<file path="src/rtl/csm_pkg.sv">
// csm_pkg: shared types and codes for the credit space manager.
// No dependencies; imported by csm_scale and credit_space_manager.
package csm_pkg;

  // command codes on in_cmd
  localparam logic [1:0] CMD_REQUEST = 2'd0;
  localparam logic [1:0] CMD_RETURN  = 2'd1;
  localparam logic [1:0] CMD_ACTIVE  = 2'd2;

  // result status codes
  localparam logic [2:0] ST_GRANT     = 3'd0;
  localparam logic [2:0] ST_REMAINDER = 3'd1;
  localparam logic [2:0] ST_PASS      = 3'd2;
  localparam logic [2:0] ST_QUEUED    = 3'd3;
  localparam logic [2:0] ST_FULL      = 3'd4;
  localparam logic [2:0] ST_RELEASED  = 3'd5;
  localparam logic [2:0] ST_DONE      = 3'd6;

  // configuration register indexes
  localparam logic [1:0] CFG_MAX_SPACE  = 2'd0;
  localparam logic [1:0] CFG_SPACE_RATE = 2'd1;

  localparam logic [15:0] RESET_MAX_SPACE = 16'd1024;
  localparam logic [6:0]  RATE_FULL       = 7'd100;

  // floor(2^22 / 100), used for the reciprocal divide
  localparam logic [15:0] RECIP_100 = 16'd41943;
  localparam int          RECIP_SH  = 22;

  typedef enum logic [3:0] {
    S_IDLE  = 4'b0001,
    S_SCALE = 4'b0010,
    S_POP   = 4'b0100,
    S_EMIT  = 4'b1000
  } csm_state_t;

endpackage

</file>
<file path="src/rtl/csm_ram.sv">
// csm_ram: generic single-write, single-read RAM with a registered read.
// No dependencies.
module csm_ram #(
  parameter int WIDTH = 8,
  parameter int DEPTH = 16
) (
  input  logic                                  clk,
  input  logic                                  wr_en,
  input  logic [(DEPTH > 1 ? $clog2(DEPTH) : 1)-1:0] wr_addr,
  input  logic [WIDTH-1:0]                      wr_data,
  input  logic                                  rd_en,
  input  logic [(DEPTH > 1 ? $clog2(DEPTH) : 1)-1:0] rd_addr,
  output logic [WIDTH-1:0]                      rd_data
);

  logic [WIDTH-1:0] mem_r [DEPTH];
  logic [WIDTH-1:0] rd_data_r;

  always_ff @(posedge clk) begin
    if (wr_en) begin
      mem_r[wr_addr] <= wr_data;
    end
    if (rd_en) begin
      rd_data_r <= mem_r[rd_addr];
    end
  end

  assign rd_data = rd_data_r;

endmodule

</file>
<file path="src/rtl/csm_scale.sv">
// csm_scale: three-stage unit giving max(1, floor(f * rate / 100)).
// Depends on csm_pkg for the reciprocal constant.
module csm_scale
  import csm_pkg::*;
(
  input  logic        clk,
  input  logic        rst_n,
  input  logic        go,
  input  logic [15:0] f_in,
  input  logic [6:0]  rate_in,
  output logic        done,
  output logic [15:0] q_out
);

  logic [2:0]  vld_r;
  logic [22:0] prod_r;
  logic [22:0] prod2_r;
  logic [15:0] qe_r;
  logic [15:0] q_r;
  logic [38:0] recip_prod;
  logic [22:0] rem;
  logic [15:0] q_fix;

  assign recip_prod = 39'(prod_r) * 39'(RECIP_100);
  assign rem        = prod2_r - 23'(qe_r * 23'd100);

  always_comb begin
    q_fix = (rem >= 23'd100) ? qe_r + 16'd1 : qe_r;
    if (q_fix == 16'd0) begin
      q_fix = 16'd1;
    end
  end

  always_ff @(posedge clk) begin
    if (!rst_n) begin
      vld_r <= '0;
    end else begin
      vld_r <= {vld_r[1:0], go};
    end
    prod_r  <= 23'(f_in) * 23'(rate_in);
    prod2_r <= prod_r;
    qe_r    <= recip_prod[RECIP_SH+15:RECIP_SH];
    q_r     <= q_fix;
  end

  assign done  = vld_r[2];
  assign q_out = q_r;

endmodule

</file>
<file path="src/rtl/credit_space_manager.sv">
// credit_space_manager: credit pool with a FIFO of blocked requesters.
// Depends on csm_pkg, csm_ram (wait queue) and csm_scale (percent scaling).
//
// A request gives its single word in the cycle after start and busy stays low, so requests
//   run one per cycle. A return updates the credit (scaled by csm_scale when space_rate is
//   non-zero), releases waiters one at a time through queue RAM reads, then gives done.
// Set-active answers done in the next cycle; deactivating first drains all waiters.
// Result words are strobed on out_valid for one cycle; the receiver cannot stall.
// Reset (synchronous, rst_n low): credit 1024, inactive, queue empty, registers at defaults.
module credit_space_manager
  import csm_pkg::*;
#(
  parameter int WAIT_DEPTH  = 16,
  parameter int CREDIT_BITS = 16
) (
  input  logic        clk,
  input  logic        rst_n,
  // command channel
  input  logic        start,
  output logic        busy,
  input  logic [1:0]  in_cmd,
  input  logic [15:0] in_amount,
  input  logic        in_enable,
  input  logic [7:0]  in_requester_id,
  // result channel
  output logic        out_valid,
  output logic [2:0]  out_status,
  output logic [7:0]  out_requester_id_out,
  output logic [15:0] out_free_space,
  output logic        out_last,
  // configuration write channel
  input  logic        cfg_valid,
  output logic        cfg_ready,
  input  logic [1:0]  cfg_index,
  input  logic [15:0] cfg_data
);

  localparam int IDX_W = (WAIT_DEPTH > 1) ? $clog2(WAIT_DEPTH) : 1;
  localparam int CNT_W = $clog2(WAIT_DEPTH + 1);
  localparam int SUM_W = CNT_W + 1;

  // architectural state
  csm_state_t             state_r,  state_nxt;
  logic [CREDIT_BITS-1:0] free_r,   free_nxt;
  logic                   active_r, active_nxt;
  logic [IDX_W-1:0]       head_r,   head_nxt;
  logic [CNT_W-1:0]       count_r,  count_nxt;
  logic [15:0]            max_space_r;
  logic [6:0]             space_rate_r;
  // per-command context
  logic [7:0]             rid_r,     rid_nxt;
  logic                   rel_all_r, rel_all_nxt;
  // output word register
  logic                   ovld_r,  ovld_nxt;
  logic [2:0]             ost_r,   ost_nxt;
  logic [7:0]             oid_r,   oid_nxt;
  logic                   olast_r, olast_nxt;

  // queue RAM and scaling unit hookup
  logic             q_wr_en, q_rd_en;
  logic [IDX_W-1:0] q_wr_addr;
  logic [7:0]       q_rd_data;
  logic             sc_go, sc_done;
  logic [15:0]      sc_f, sc_q;

  // helpers
  logic             accept;
  logic [31:0]      free32;
  logic [32:0]      ret_sum;
  logic [15:0]      ret_clamp;
  logic [6:0]       rate_sat;
  logic [SUM_W-1:0] tail_sum, tail_wrap;
  logic             queue_full, queue_empty;
  logic             more_rel;

  assign accept      = start && (state_r == S_IDLE);
  assign busy        = (state_r != S_IDLE);
  assign cfg_ready   = 1'b1;
  assign free32      = 32'(free_r);
  assign ret_sum     = 33'(free32) + 33'(in_amount);
  assign ret_clamp   = (ret_sum >= 33'(max_space_r)) ? max_space_r : ret_sum[15:0];
  assign rate_sat    = (space_rate_r > RATE_FULL) ? RATE_FULL : space_rate_r;
  assign queue_full  = (count_r == CNT_W'(WAIT_DEPTH));
  assign queue_empty = (count_r == '0);

  // tail slot = (head + count) mod depth; sum is below twice the depth
  assign tail_sum  = SUM_W'(head_r) + SUM_W'(count_r);
  assign tail_wrap = (tail_sum >= SUM_W'(WAIT_DEPTH)) ? tail_sum - SUM_W'(WAIT_DEPTH)
                                                      : tail_sum;
  assign q_wr_addr = tail_wrap[IDX_W-1:0];

  // deactivation drains everything; a return drains while credit lasts
  assign more_rel = !queue_empty && (rel_all_r || (free_r != '0));

  always_comb begin
    state_nxt   = state_r;
    free_nxt    = free_r;
    active_nxt  = active_r;
    head_nxt    = head_r;
    count_nxt   = count_r;
    rid_nxt     = rid_r;
    rel_all_nxt = rel_all_r;
    ovld_nxt    = 1'b0;
    ost_nxt     = ost_r;
    oid_nxt     = oid_r;
    olast_nxt   = olast_r;
    q_wr_en     = 1'b0;
    q_rd_en     = 1'b0;
    sc_go       = 1'b0;
    sc_f        = ret_clamp;

    unique case (state_r)
      S_IDLE: begin
        if (accept) begin
          rid_nxt     = in_requester_id;
          rel_all_nxt = 1'b0;
          oid_nxt     = in_requester_id;
          unique case (in_cmd)
            CMD_REQUEST: begin
              ovld_nxt  = 1'b1;
              olast_nxt = 1'b1;
              priority if (!active_r) begin
                ost_nxt = ST_PASS;
              end else if (free32 >= 32'(in_amount)) begin
                free_nxt = CREDIT_BITS'(free32 - 32'(in_amount));
                ost_nxt  = ST_GRANT;
              end else if ((in_amount > 16'd1) && (free_r != '0)) begin
                free_nxt = '0;
                ost_nxt  = ST_REMAINDER;
              end else if (!queue_full) begin
                q_wr_en   = 1'b1;
                count_nxt = count_r + 1'b1;
                ost_nxt   = ST_QUEUED;
              end else begin
                ost_nxt = ST_FULL;
              end
            end
            CMD_RETURN: begin
              if (in_amount <= max_space_r) begin
                if (space_rate_r != '0) begin
                  sc_go     = 1'b1;
                  state_nxt = S_SCALE;
                end else begin
                  free_nxt  = CREDIT_BITS'(ret_clamp);
                  state_nxt = S_POP;
                end
              end else begin
                state_nxt = S_POP;
              end
            end
            CMD_ACTIVE: begin
              if (active_r && in_enable) begin
                ovld_nxt  = 1'b1;
                ost_nxt   = ST_DONE;
                olast_nxt = 1'b1;
              end else begin
                active_nxt = in_enable;
                free_nxt   = CREDIT_BITS'(max_space_r);
                if (in_enable) begin
                  ovld_nxt  = 1'b1;
                  ost_nxt   = ST_DONE;
                  olast_nxt = 1'b1;
                end else begin
                  rel_all_nxt = 1'b1;
                  state_nxt   = S_POP;
                end
              end
            end
            default: begin
              // unused command code: done only
              ovld_nxt  = 1'b1;
              ost_nxt   = ST_DONE;
              olast_nxt = 1'b1;
            end
          endcase
        end
      end
      S_SCALE: begin
        if (sc_done) begin
          free_nxt  = CREDIT_BITS'(sc_q);
          state_nxt = S_POP;
        end
      end
      S_POP: begin
        if (more_rel) begin
          // read head entry now, present it next cycle
          q_rd_en   = 1'b1;
          head_nxt  = (head_r == IDX_W'(WAIT_DEPTH - 1)) ? '0 : head_r + 1'b1;
          count_nxt = count_r - 1'b1;
          if (active_r) begin
            free_nxt = free_r - 1'b1;
          end
          state_nxt = S_EMIT;
        end else begin
          ovld_nxt  = 1'b1;
          ost_nxt   = ST_DONE;
          oid_nxt   = rid_r;
          olast_nxt = 1'b1;
          state_nxt = S_IDLE;
        end
      end
      S_EMIT: begin
        ovld_nxt  = 1'b1;
        ost_nxt   = ST_RELEASED;
        oid_nxt   = q_rd_data;
        olast_nxt = 1'b0;
        state_nxt = S_POP;
      end
      default: begin
        state_nxt = S_IDLE;
      end
    endcase
  end

  always_ff @(posedge clk) begin
    if (!rst_n) begin
      state_r      <= S_IDLE;
      free_r       <= CREDIT_BITS'(RESET_MAX_SPACE);
      active_r     <= 1'b0;
      head_r       <= '0;
      count_r      <= '0;
      max_space_r  <= RESET_MAX_SPACE;
      space_rate_r <= '0;
      ovld_r       <= 1'b0;
      rel_all_r    <= 1'b0;
    end else begin
      state_r   <= state_nxt;
      free_r    <= free_nxt;
      active_r  <= active_nxt;
      head_r    <= head_nxt;
      count_r   <= count_nxt;
      ovld_r    <= ovld_nxt;
      rel_all_r <= rel_all_nxt;
      if (cfg_valid && cfg_ready) begin
        unique case (cfg_index)
          CFG_MAX_SPACE:  max_space_r  <= cfg_data;
          CFG_SPACE_RATE: space_rate_r <= cfg_data[6:0];
          default: ;
        endcase
      end
    end
    rid_r   <= rid_nxt;
    ost_r   <= ost_nxt;
    oid_r   <= oid_nxt;
    olast_r <= olast_nxt;
  end

  csm_ram #(
    .WIDTH (8),
    .DEPTH (WAIT_DEPTH)
  ) u_wait_q (
    .clk     (clk),
    .wr_en   (q_wr_en),
    .wr_addr (q_wr_addr),
    .wr_data (in_requester_id),
    .rd_en   (q_rd_en),
    .rd_addr (head_r),
    .rd_data (q_rd_data)
  );

  csm_scale u_scale (
    .clk     (clk),
    .rst_n   (rst_n),
    .go      (sc_go),
    .f_in    (sc_f),
    .rate_in (rate_sat),
    .done    (sc_done),
    .q_out   (sc_q)
  );

  // the word carries the credit as it stands once the word is out
  logic [31:0] free_out32;
  assign free_out32 = 32'(free_r);

  assign out_valid            = ovld_r;
  assign out_status           = ost_r;
  assign out_requester_id_out = oid_r;
  assign out_free_space       = free_out32[15:0];
  assign out_last             = olast_r;

  // queue occupancy never passes its depth
  a_count_bound: assert property (@(posedge clk) disable iff (!rst_n)
    count_r <= CNT_W'(WAIT_DEPTH))
    else $error("wait queue count above depth");

  // a final word always leaves the block idle
  a_last_idle: assert property (@(posedge clk) disable iff (!rst_n)
    out_valid && out_last |-> !busy)
    else $error("final word while still busy");

  // release words only come out of the drain loop
  a_rel_busy: assert property (@(posedge clk) disable iff (!rst_n)
    out_valid && (out_status == ST_RELEASED) |-> busy && !out_last)
    else $error("release word outside drain");

  // a request answers in the next cycle with its single word
  a_req_one: assert property (@(posedge clk) disable iff (!rst_n)
    start && !busy && (in_cmd == CMD_REQUEST) |=> out_valid && out_last && !busy)
    else $error("request not answered next cycle");

  // scaling unit only finishes while waiting for it
  a_scale_wait: assert property (@(posedge clk) disable iff (!rst_n)
    sc_done |-> (state_r == S_SCALE))
    else $error("scale result with no return pending");

endmodule
</file>
<file path="config.mk">
export PLATFORM = sky130hd
export DESIGN_NAME = credit_space_manager
export DESIGN_NICKNAME = d
export VERILOG_FILES = /design/src/rtl/csm_pkg.sv /design/src/rtl/csm_ram.sv /design/src/rtl/csm_scale.sv /design/src/rtl/credit_space_manager.sv
export SDC_FILE = /design/constraint.sdc
export NUM_CORES = 1
export LEC_CHECK = 0
export BUFFER_PORTS_ARGS = -buffer_cell sky130_fd_sc_hd__buf_2
export CORE_MARGIN = 4
export CORE_UTILIZATION = 34
export CTS_BUF_LIST = sky130_fd_sc_hd__clkbuf_16
export CTS_CLUSTER_DIAMETER = 80
export DETAILED_ROUTE_END_ITERATION = 7
export GPL_ROUTABILITY_DRIVEN = 0
export GPL_TIMING_DRIVEN = 0
export PLACE_DENSITY = 0.46
export SLEW_MARGIN = 20
export SYNTH_ARGS = -nofsm -noshare
export SYNTH_HDL_FRONTEND = slang
export SYNTH_SLANG_ARGS = --single-unit
</file>
<file path="constraint.sdc">
create_clock -name clk -period 12.35 [get_ports clk]
set_input_delay 1.8525 -clock clk [delete_from_list [all_inputs] [get_ports clk]]
set_output_delay 1.8525 -clock clk [all_outputs]
set_load 0.01 [all_outputs]
</file>
==> flow_summary.yaml, run 1 <==
outcome:
  status: "finished, final reports clean"
grt:
  grt_pass1_wl_um: 113000
  top_usage_layer: "met2"
  grtUsageMet2_pct: 29.0
  grt_max_degree: 19
  grtUsageMet3_pct: 2.29
  grt_pass1_vias: 19500
  grt_remaining_overflow: 0
  antenna_found_initial: 7
  grtUsageTotal_pct: 17.6
  grt.met1_usage_pct: 25.1
final_layout:
  nNetsFinal: 3313
  final_area_mm2: 0.0291
  syn_to_final_growth_pct: 10.6
  fillers: 7657
  drive_above_1_share_pct: 8.20
  instances_no_fill: 3716
  finalCoreUtilization_pct: 38.1
logic_synthesis:
  async_flop_share_pct: 0
  synth_flop_cell: "edfxtp_1"
  synth_fp_nets: 3196
  synth_area_mm2: 0.0263
  yosys-mux-area-fraction_pct: 4.24
  yosys.area.top_type: "fa_1"
  synth_compound_area_share_pct: 10.2
  synth_area_leaders: "fa_1, edfxtp_1, ha_1"
  synth_adder_area_share_pct: 35.6
  synth_seq_area_share_pct: 28.0
  synth-warning-count: 0
  yosys.area_share.simple_pct: 11.1
  synthDistinctLibCells: 85
  synthCells: 2542
  synth-xor-area-share_pct: 4.29
  ys_seq_elements: 290
  synth_edf_count: 156
  synth_top_family_by_area: "adder cells"
  postSynthAreaPerCell_um2: 10.4
  synth_top_area_share_pct: 18.2
clock_network:
  htree_levels: 2
  cts_tree: "built"
  cts_sinks: 290
  clockBufferDepth: 3
  clk-insertion-delay-late_ns: 0.56
  clk_pin_slew_worst_paths_ns: 0.06
  numCtsBuffers: 35
  cts.root.buffer_cell: "clkbuf_16"
timing:
  tns_ns: 0
  hold_ws_ns: 0.434
  final_hold_viol_count: 0
  rsz0062_at_grt: "false"
  setup_ws_ns: 0.734
  slew-limit-headroom_pct: 17.2
  setup_viol: 0
  max_freq_mhz: 86.1
  period_minus_slack_ns: 11.62
  worstMarginPinSlew_ns: 1.23
  fin_skew_ns: 0.0196
  fin_crit_sh_pct: 94.1
  slew_violations: 0
flow_run:
  max-cap-violations: 0
setup_path:
  crit_fanout: 10
  start_kind: "input pin"
  cp-end-kind: "register"
  critPathBufInv: 10
  critPathSlowestCell: "a2111oi_1"
  cpMostUsedCell: "inv_1"
  critPathMaxStageDelay_ns: 0.56
  path_class: "in2reg"
  critical_path.top_delay_family: "compound AO/OA/AOI/OAI gates"
  required_ns: 12.78
  arrival_ns: 12.04
  r2r_slack_ns: 1.66
drt:
  drc: 0
  routed_via_density: 5.08
  ant_nets: 0
  first_pass_iters: 8
  num_vias: 18900
  routedWlPerCell_um: 19.4
  drtIter0Drc: 1500
  wl_um: 72300
power:
  internal-power_mw: 3.83
  p_leak_nw: 13.3
  switching_share_pct: 49.7
  pwr-share-seq_pct: 18.1
  switchingPower_mw: 3.79
  p_per_area_mw_per_mm2: 262
  pwr-share-clk_pct: 12.8
  peakVddDrop_mv: 0.176
  p_total_mw: 7.62
  power_frac_comb_pct: 69.1
place:
  hpwl_um: 58000
  place_area_mm2: 0.0280
  dp.cells: 3652
  portBuffers: 78
  pre_cts_slack_ns: -0.0604
die:
  core_mm2: 0.0763
  die_height_um: 286
  num_rows: 101
  initial_core_util_pct: 34.5
  io_pins: 80
  die-area_mm2: 0.0819
  fp.dieW_um: 286
worst_hold_path:
  hold_class: "reg2reg"
==> Yosys cell counts, types with 5 or more instances <==
| master | n |
|---|---|
| a211oi_1 | 15 |
| a21o_1 | 31 |
| a21oi_1 | 118 |
| a222oi_1 | 8 |
| a22oi_1 | 14 |
| a31oi_1 | 19 |
| and2_1 | 13 |
| and3_1 | 13 |
| buf_2 | 8 |
| clkbuf_1 | 50 |
| dfxtp_1 | 134 |
| edfxtp_1 | 156 |
| fa_1 | 239 |
| ha_1 | 366 |
| inv_1 | 394 |
| mux2i_1 | 17 |
| mux4_2 | 40 |
| nand2_1 | 123 |
| nand2b_1 | 38 |
| nand3_1 | 31 |
| nand3b_1 | 12 |
| nand4_1 | 15 |
| nor2_1 | 195 |
| nor2b_1 | 50 |
| nor3_1 | 38 |
| nor3b_1 | 7 |
| nor4_1 | 18 |
| o2111ai_1 | 5 |
| o211a_1 | 6 |
| o211ai_1 | 9 |
| o21a_1 | 21 |
| o21ai_0 | 66 |
| o21ai_1 | 13 |
| o21bai_1 | 13 |
| o31ai_1 | 11 |
| o32ai_1 | 5 |
| or2_2 | 12 |
| or3_1 | 5 |
| xnor2_1 | 88 |
| xor2_1 | 41 |
==> layer usage <==
layer	vias up	share of wire, %
met5	-	0.018
li1	8954	-
met2	400	47
met4	2	1.5
met1	9439	48
met3	75	4.2
==> cells in the final DEF (no fill, tap or decap), drive strengths merged, types with 31 or more instances in the layout <==
master,synthesis,final
buf,11,90
dfxtp,134,134
nor2,195,195
o21ai,82,82
nor3,39,39
inv,394,401
a21o,31,31
nand3,31,31
xor2,41,41
nand2,123,123
fa,239,239
mux4,40,40
nand2b,38,38
clkbuf,50,86
xnor2,88,88
nor2b,50,50
ha,366,366
a21oi,120,120
edfxtp,156,156
==> cells by family (layout without fill, tap and decap cells) <==
kind of cell             count (synthesis)  in the layout
multiplexers                            61             61
flip-flops                             290            290
adder cells (fa/ha/maj)                605            605
other                                    1              4
AND/OR/NAND/NOR                        592            592
XOR/XNOR                               129            129
buffers and inverters                  457            598
AO/OA/AOI/OAI                          407            407
==> power by group through the flow <==
stage	Sequential (mW)	Clock, mW	Combinational [mW]
after CTS	1.38	1.00	5.34
after floorplan	1.29	0	3.88
final	1.38	0.976	5.27
after detailed placement	1.40	0	5.28
after global routing	1.39	1.04	6.04
after global placement	1.40	0	5.22
==> cell type report <==
type                       instances  area [um2]  area share [%]
antenna                            3        7.51          0.0258
buffer                            61         251           0.864
clock buffer                      35         876            3.01
clock inverter                    26         188           0.645
inverter                         396        1490            5.11
multi-input combinational       1795       17200            59.2
sequential                       290        7370            25.3
tap                             1030        1290            4.43
timing repair buffer              80         403            1.38
==> what timing repair did <==
item                                   in CTS  in global routing
gates resized for setup                     0                  4
hold buffers                                0                  0
setup buffers                               0                  0
setup endpoints to repair                   0                  3
endpoints found under the hold margin       0                  0
==> worst paths after layout <==
check | from | to | cells past startpoint
worst max register to register | out_free_space[2] | u_scale.prod_r[22] | 41
worst max-delay path | in_amount[2] | u_scale.prod_r[22] | 43
worst min register to register | u_scale.vld_r[0] | u_scale.vld_r[1] | 1
worst min-delay path | u_scale.vld_r[0] | u_scale.vld_r[1] | 1
==> registers in the layout, summed over array words and instances, names as in the netlist, 7 cells and up <==
signal / flops
u_scale.qe_r: 16
out_requester_id_out: 8
u_wait_q.mem_r: 128
rid_r: 8
max_space_r: 16
space_rate_r: 7
u_wait_q.rd_data: 8
out_free_space: 16
u_scale.q_out: 16
u_scale.prod2_r: 21
u_scale.prod_r: 23
Power figures use the tool's default switching activity.
==> run 2: changes to the inputs <==
Settings changed: CORE_UTILIZATION 34 to 35, PLACE_DENSITY 0.46 to 0.47.
==> run 2 against run 1 <==
Against the previous run:
- hold slack improved by 0.0023 ns
- clock power is essentially flat
- global-route usage rose by 0.65 points
- first-iteration DRC count decreased by 9.9%
- total power decreased by 0.27%
- critical path depth did not move
- via count decreased by 0.22%
- largest power group unchanged
==> flow_summary.yaml, run 2 (synthesis results as in run 1) <==
timing:
  worstMarginPinSlew_ns: 1.10
  slew_violations: 0
  fin_skew_ns: 0.0133
  rsz0062_at_grt: "false"
  final_hold_viol_count: 0
  slew-limit-headroom_pct: 26.0
  setup_ws_ns: 0.686
  period_minus_slack_ns: 11.66
  setup_viol: 0
  max_freq_mhz: 85.7
  fin_crit_sh_pct: 94.4
die:
  num_rows: 100
  die-area_mm2: 0.0797
  initial_core_util_pct: 35.4
  io_pins: 80
  core_mm2: 0.0744
  fp.dieW_um: 282
  die_height_um: 282
drt:
  wl_um: 72100
  drc: 0
  drtIter0Drc: 1352
  routedWlPerCell_um: 19.7
  ant_nets: 0
  first_pass_iters: 5
  num_vias: 18800
  routed_via_density: 5.15
final_layout:
  top_register: "u_wait_q.mem_r"
  syn_to_final_growth_pct: 10.4
  drive_above_1_share_pct: 8.42
  nNetsFinal: 3312
  final_common_cell: "inv_1"
  largest_reg_flops: 128
  layout_common_cells: "inv_1, ha_1, fa_1"
  fillers: 7271
  top_regs: "u_wait_q.mem_r (128), u_scale.prod_r (23), u_scale.prod2_r (21)"
power:
  pwr-share-seq_pct: 18.3
  switchingPower_mw: 3.77
  p_per_area_mw_per_mm2: 261
  internal-power_mw: 3.83
  p_total_mw: 7.60
  switching_share_pct: 49.6
  peakVddDrop_mv: 0.151
  power_frac_comb_pct: 68.9
  pwr-share-clk_pct: 12.9
  p_leak_nw: 13.3
clock_network:
  holdBufCountCts: 0
  clockBufferDepth: 3
  clk-insertion-delay-late_ns: 0.55
  cts.root.buffer_cell: "clkbuf_16"
  cts_sinks: 290
  numCtsBuffers: 35
  htree_levels: 2
  cts_tree: "built"
  clk_pin_slew_worst_paths_ns: 0.06
setup_path:
  path_class: "in2reg"
  cpMostUsedCell: "inv_1"
  arrival_ns: 12.11
  crit_start: "in_amount[2]"
  crit_fanout: 10
  start_kind: "input pin"
  critPathMaxStageDelay_ns: 0.57
  r2r_start: "out_free_space[2]"
  cp-end-kind: "register"
  critPathSlowestCell: "a2111oi_1"
  required_ns: 12.79
grt:
  grt_pass1_wl_um: 112000
  grt_remaining_overflow: 0
  antenna_found_initial: 6
  grt_pass1_vias: 19600
  grt_max_degree: 19
  grtUsageTotal_pct: 18.3
worst_hold_path:
  hp-start: "u_scale.vld_r[0]"
  hold_class: "reg2reg"
place:
  portBuffers: 78
  hpwl_um: 58100
  pre_cts_slack_ns: -0.102
flow_run:
  max-cap-violations: 0
outcome:
  status: "finished, final reports clean"
[run 2: cell count changes in the layout (fill, tap and decap cells not counted), sizes merged]
cell,before,now
clkinv,17,19
clkbuf,86,85
diode,3,4
clkinvlp,3,2
[run 2: final timing paths]
path | to | slack [ns] | depth (start not counted)
worst max-delay path | u_scale.prod_r[22] | 0.69 | 43
worst min-delay path | u_scale.vld_r[1] | 0.44 | 1
worst max register to register | u_scale.prod_r[22] | 1.60 | 41
worst min register to register | u_scale.vld_r[1] | 0.44 | 1
[run 2: critical path: cells and delay by family]
family,cells,cell delay [ns]
xor+xnor,2,0.31
compound gates,20,5.13
buf+inv,10,1.31
simple gates,4,0.47
fa+ha+maj,7,2.99
[run 2: stage by stage]
stage | instance area [um2] | setup TNS (ns) | util, % | hold WS (ns) | instances
after floorplan | 26300 | 0 | - | 0.412 | 2542
after global placement | 27900 | -0.155 | 37.5 | 0.419 | 3589
after detailed placement | 27900 | -0.142 | 37.5 | 0.421 | 3590
after CTS | 29000 | 0 | 39.0 | 0.436 | 3652
after global routing | 29100 | 0 | 39.0 | 0.456 | 3653
final | 29100 | 0 | 39.0 | 0.436 | 3656
[run 2: per-layer routing]
layer	routed length (um)	GRT usage, %	up-vias
met2	32700	28.9	448
met1	33600	25.8	9333
li1	-	-	8942
met3	3820	3.24	103
met5	13	0	-
met4	1980	5.20	2
[run 2: area by class of cell]
type	count	area [um2]	share of cell area, %
diodes	4	10.0	0.0344
plain buffers	61	250	0.861
clock buffers	35	876	3.01
clock inverters	27	214	0.736
inverters	396	1490	5.11
multi-input cells	1795	17300	59.4
flip-flops and latches	290	7370	25.3
well taps	969	1210	4.17
repair buffers	79	395	1.36
[run 2: repair_timing]
action / CTS / global route
resized for setup: 0 / 4
endpoints found under the setup margin: 0 / 3
buffers inserted: 0 / 0
[run 2: power by group through the flow]
| stage | clock [mW] | sequential (mW) | combinational [mW] |
|---|---|---|---|
| 2_1_floorplan | 0 | 1.29 | 3.88 |
| 3_3_place_gp | 0 | 1.41 | 5.17 |
| 3_5_place_dp | 0 | 1.41 | 5.23 |
| 4_1_cts | 1.00 | 1.39 | 5.28 |
| 5_1_grt | 1.04 | 1.40 | 5.99 |
| 6_report | 0.978 | 1.39 | 5.23 |
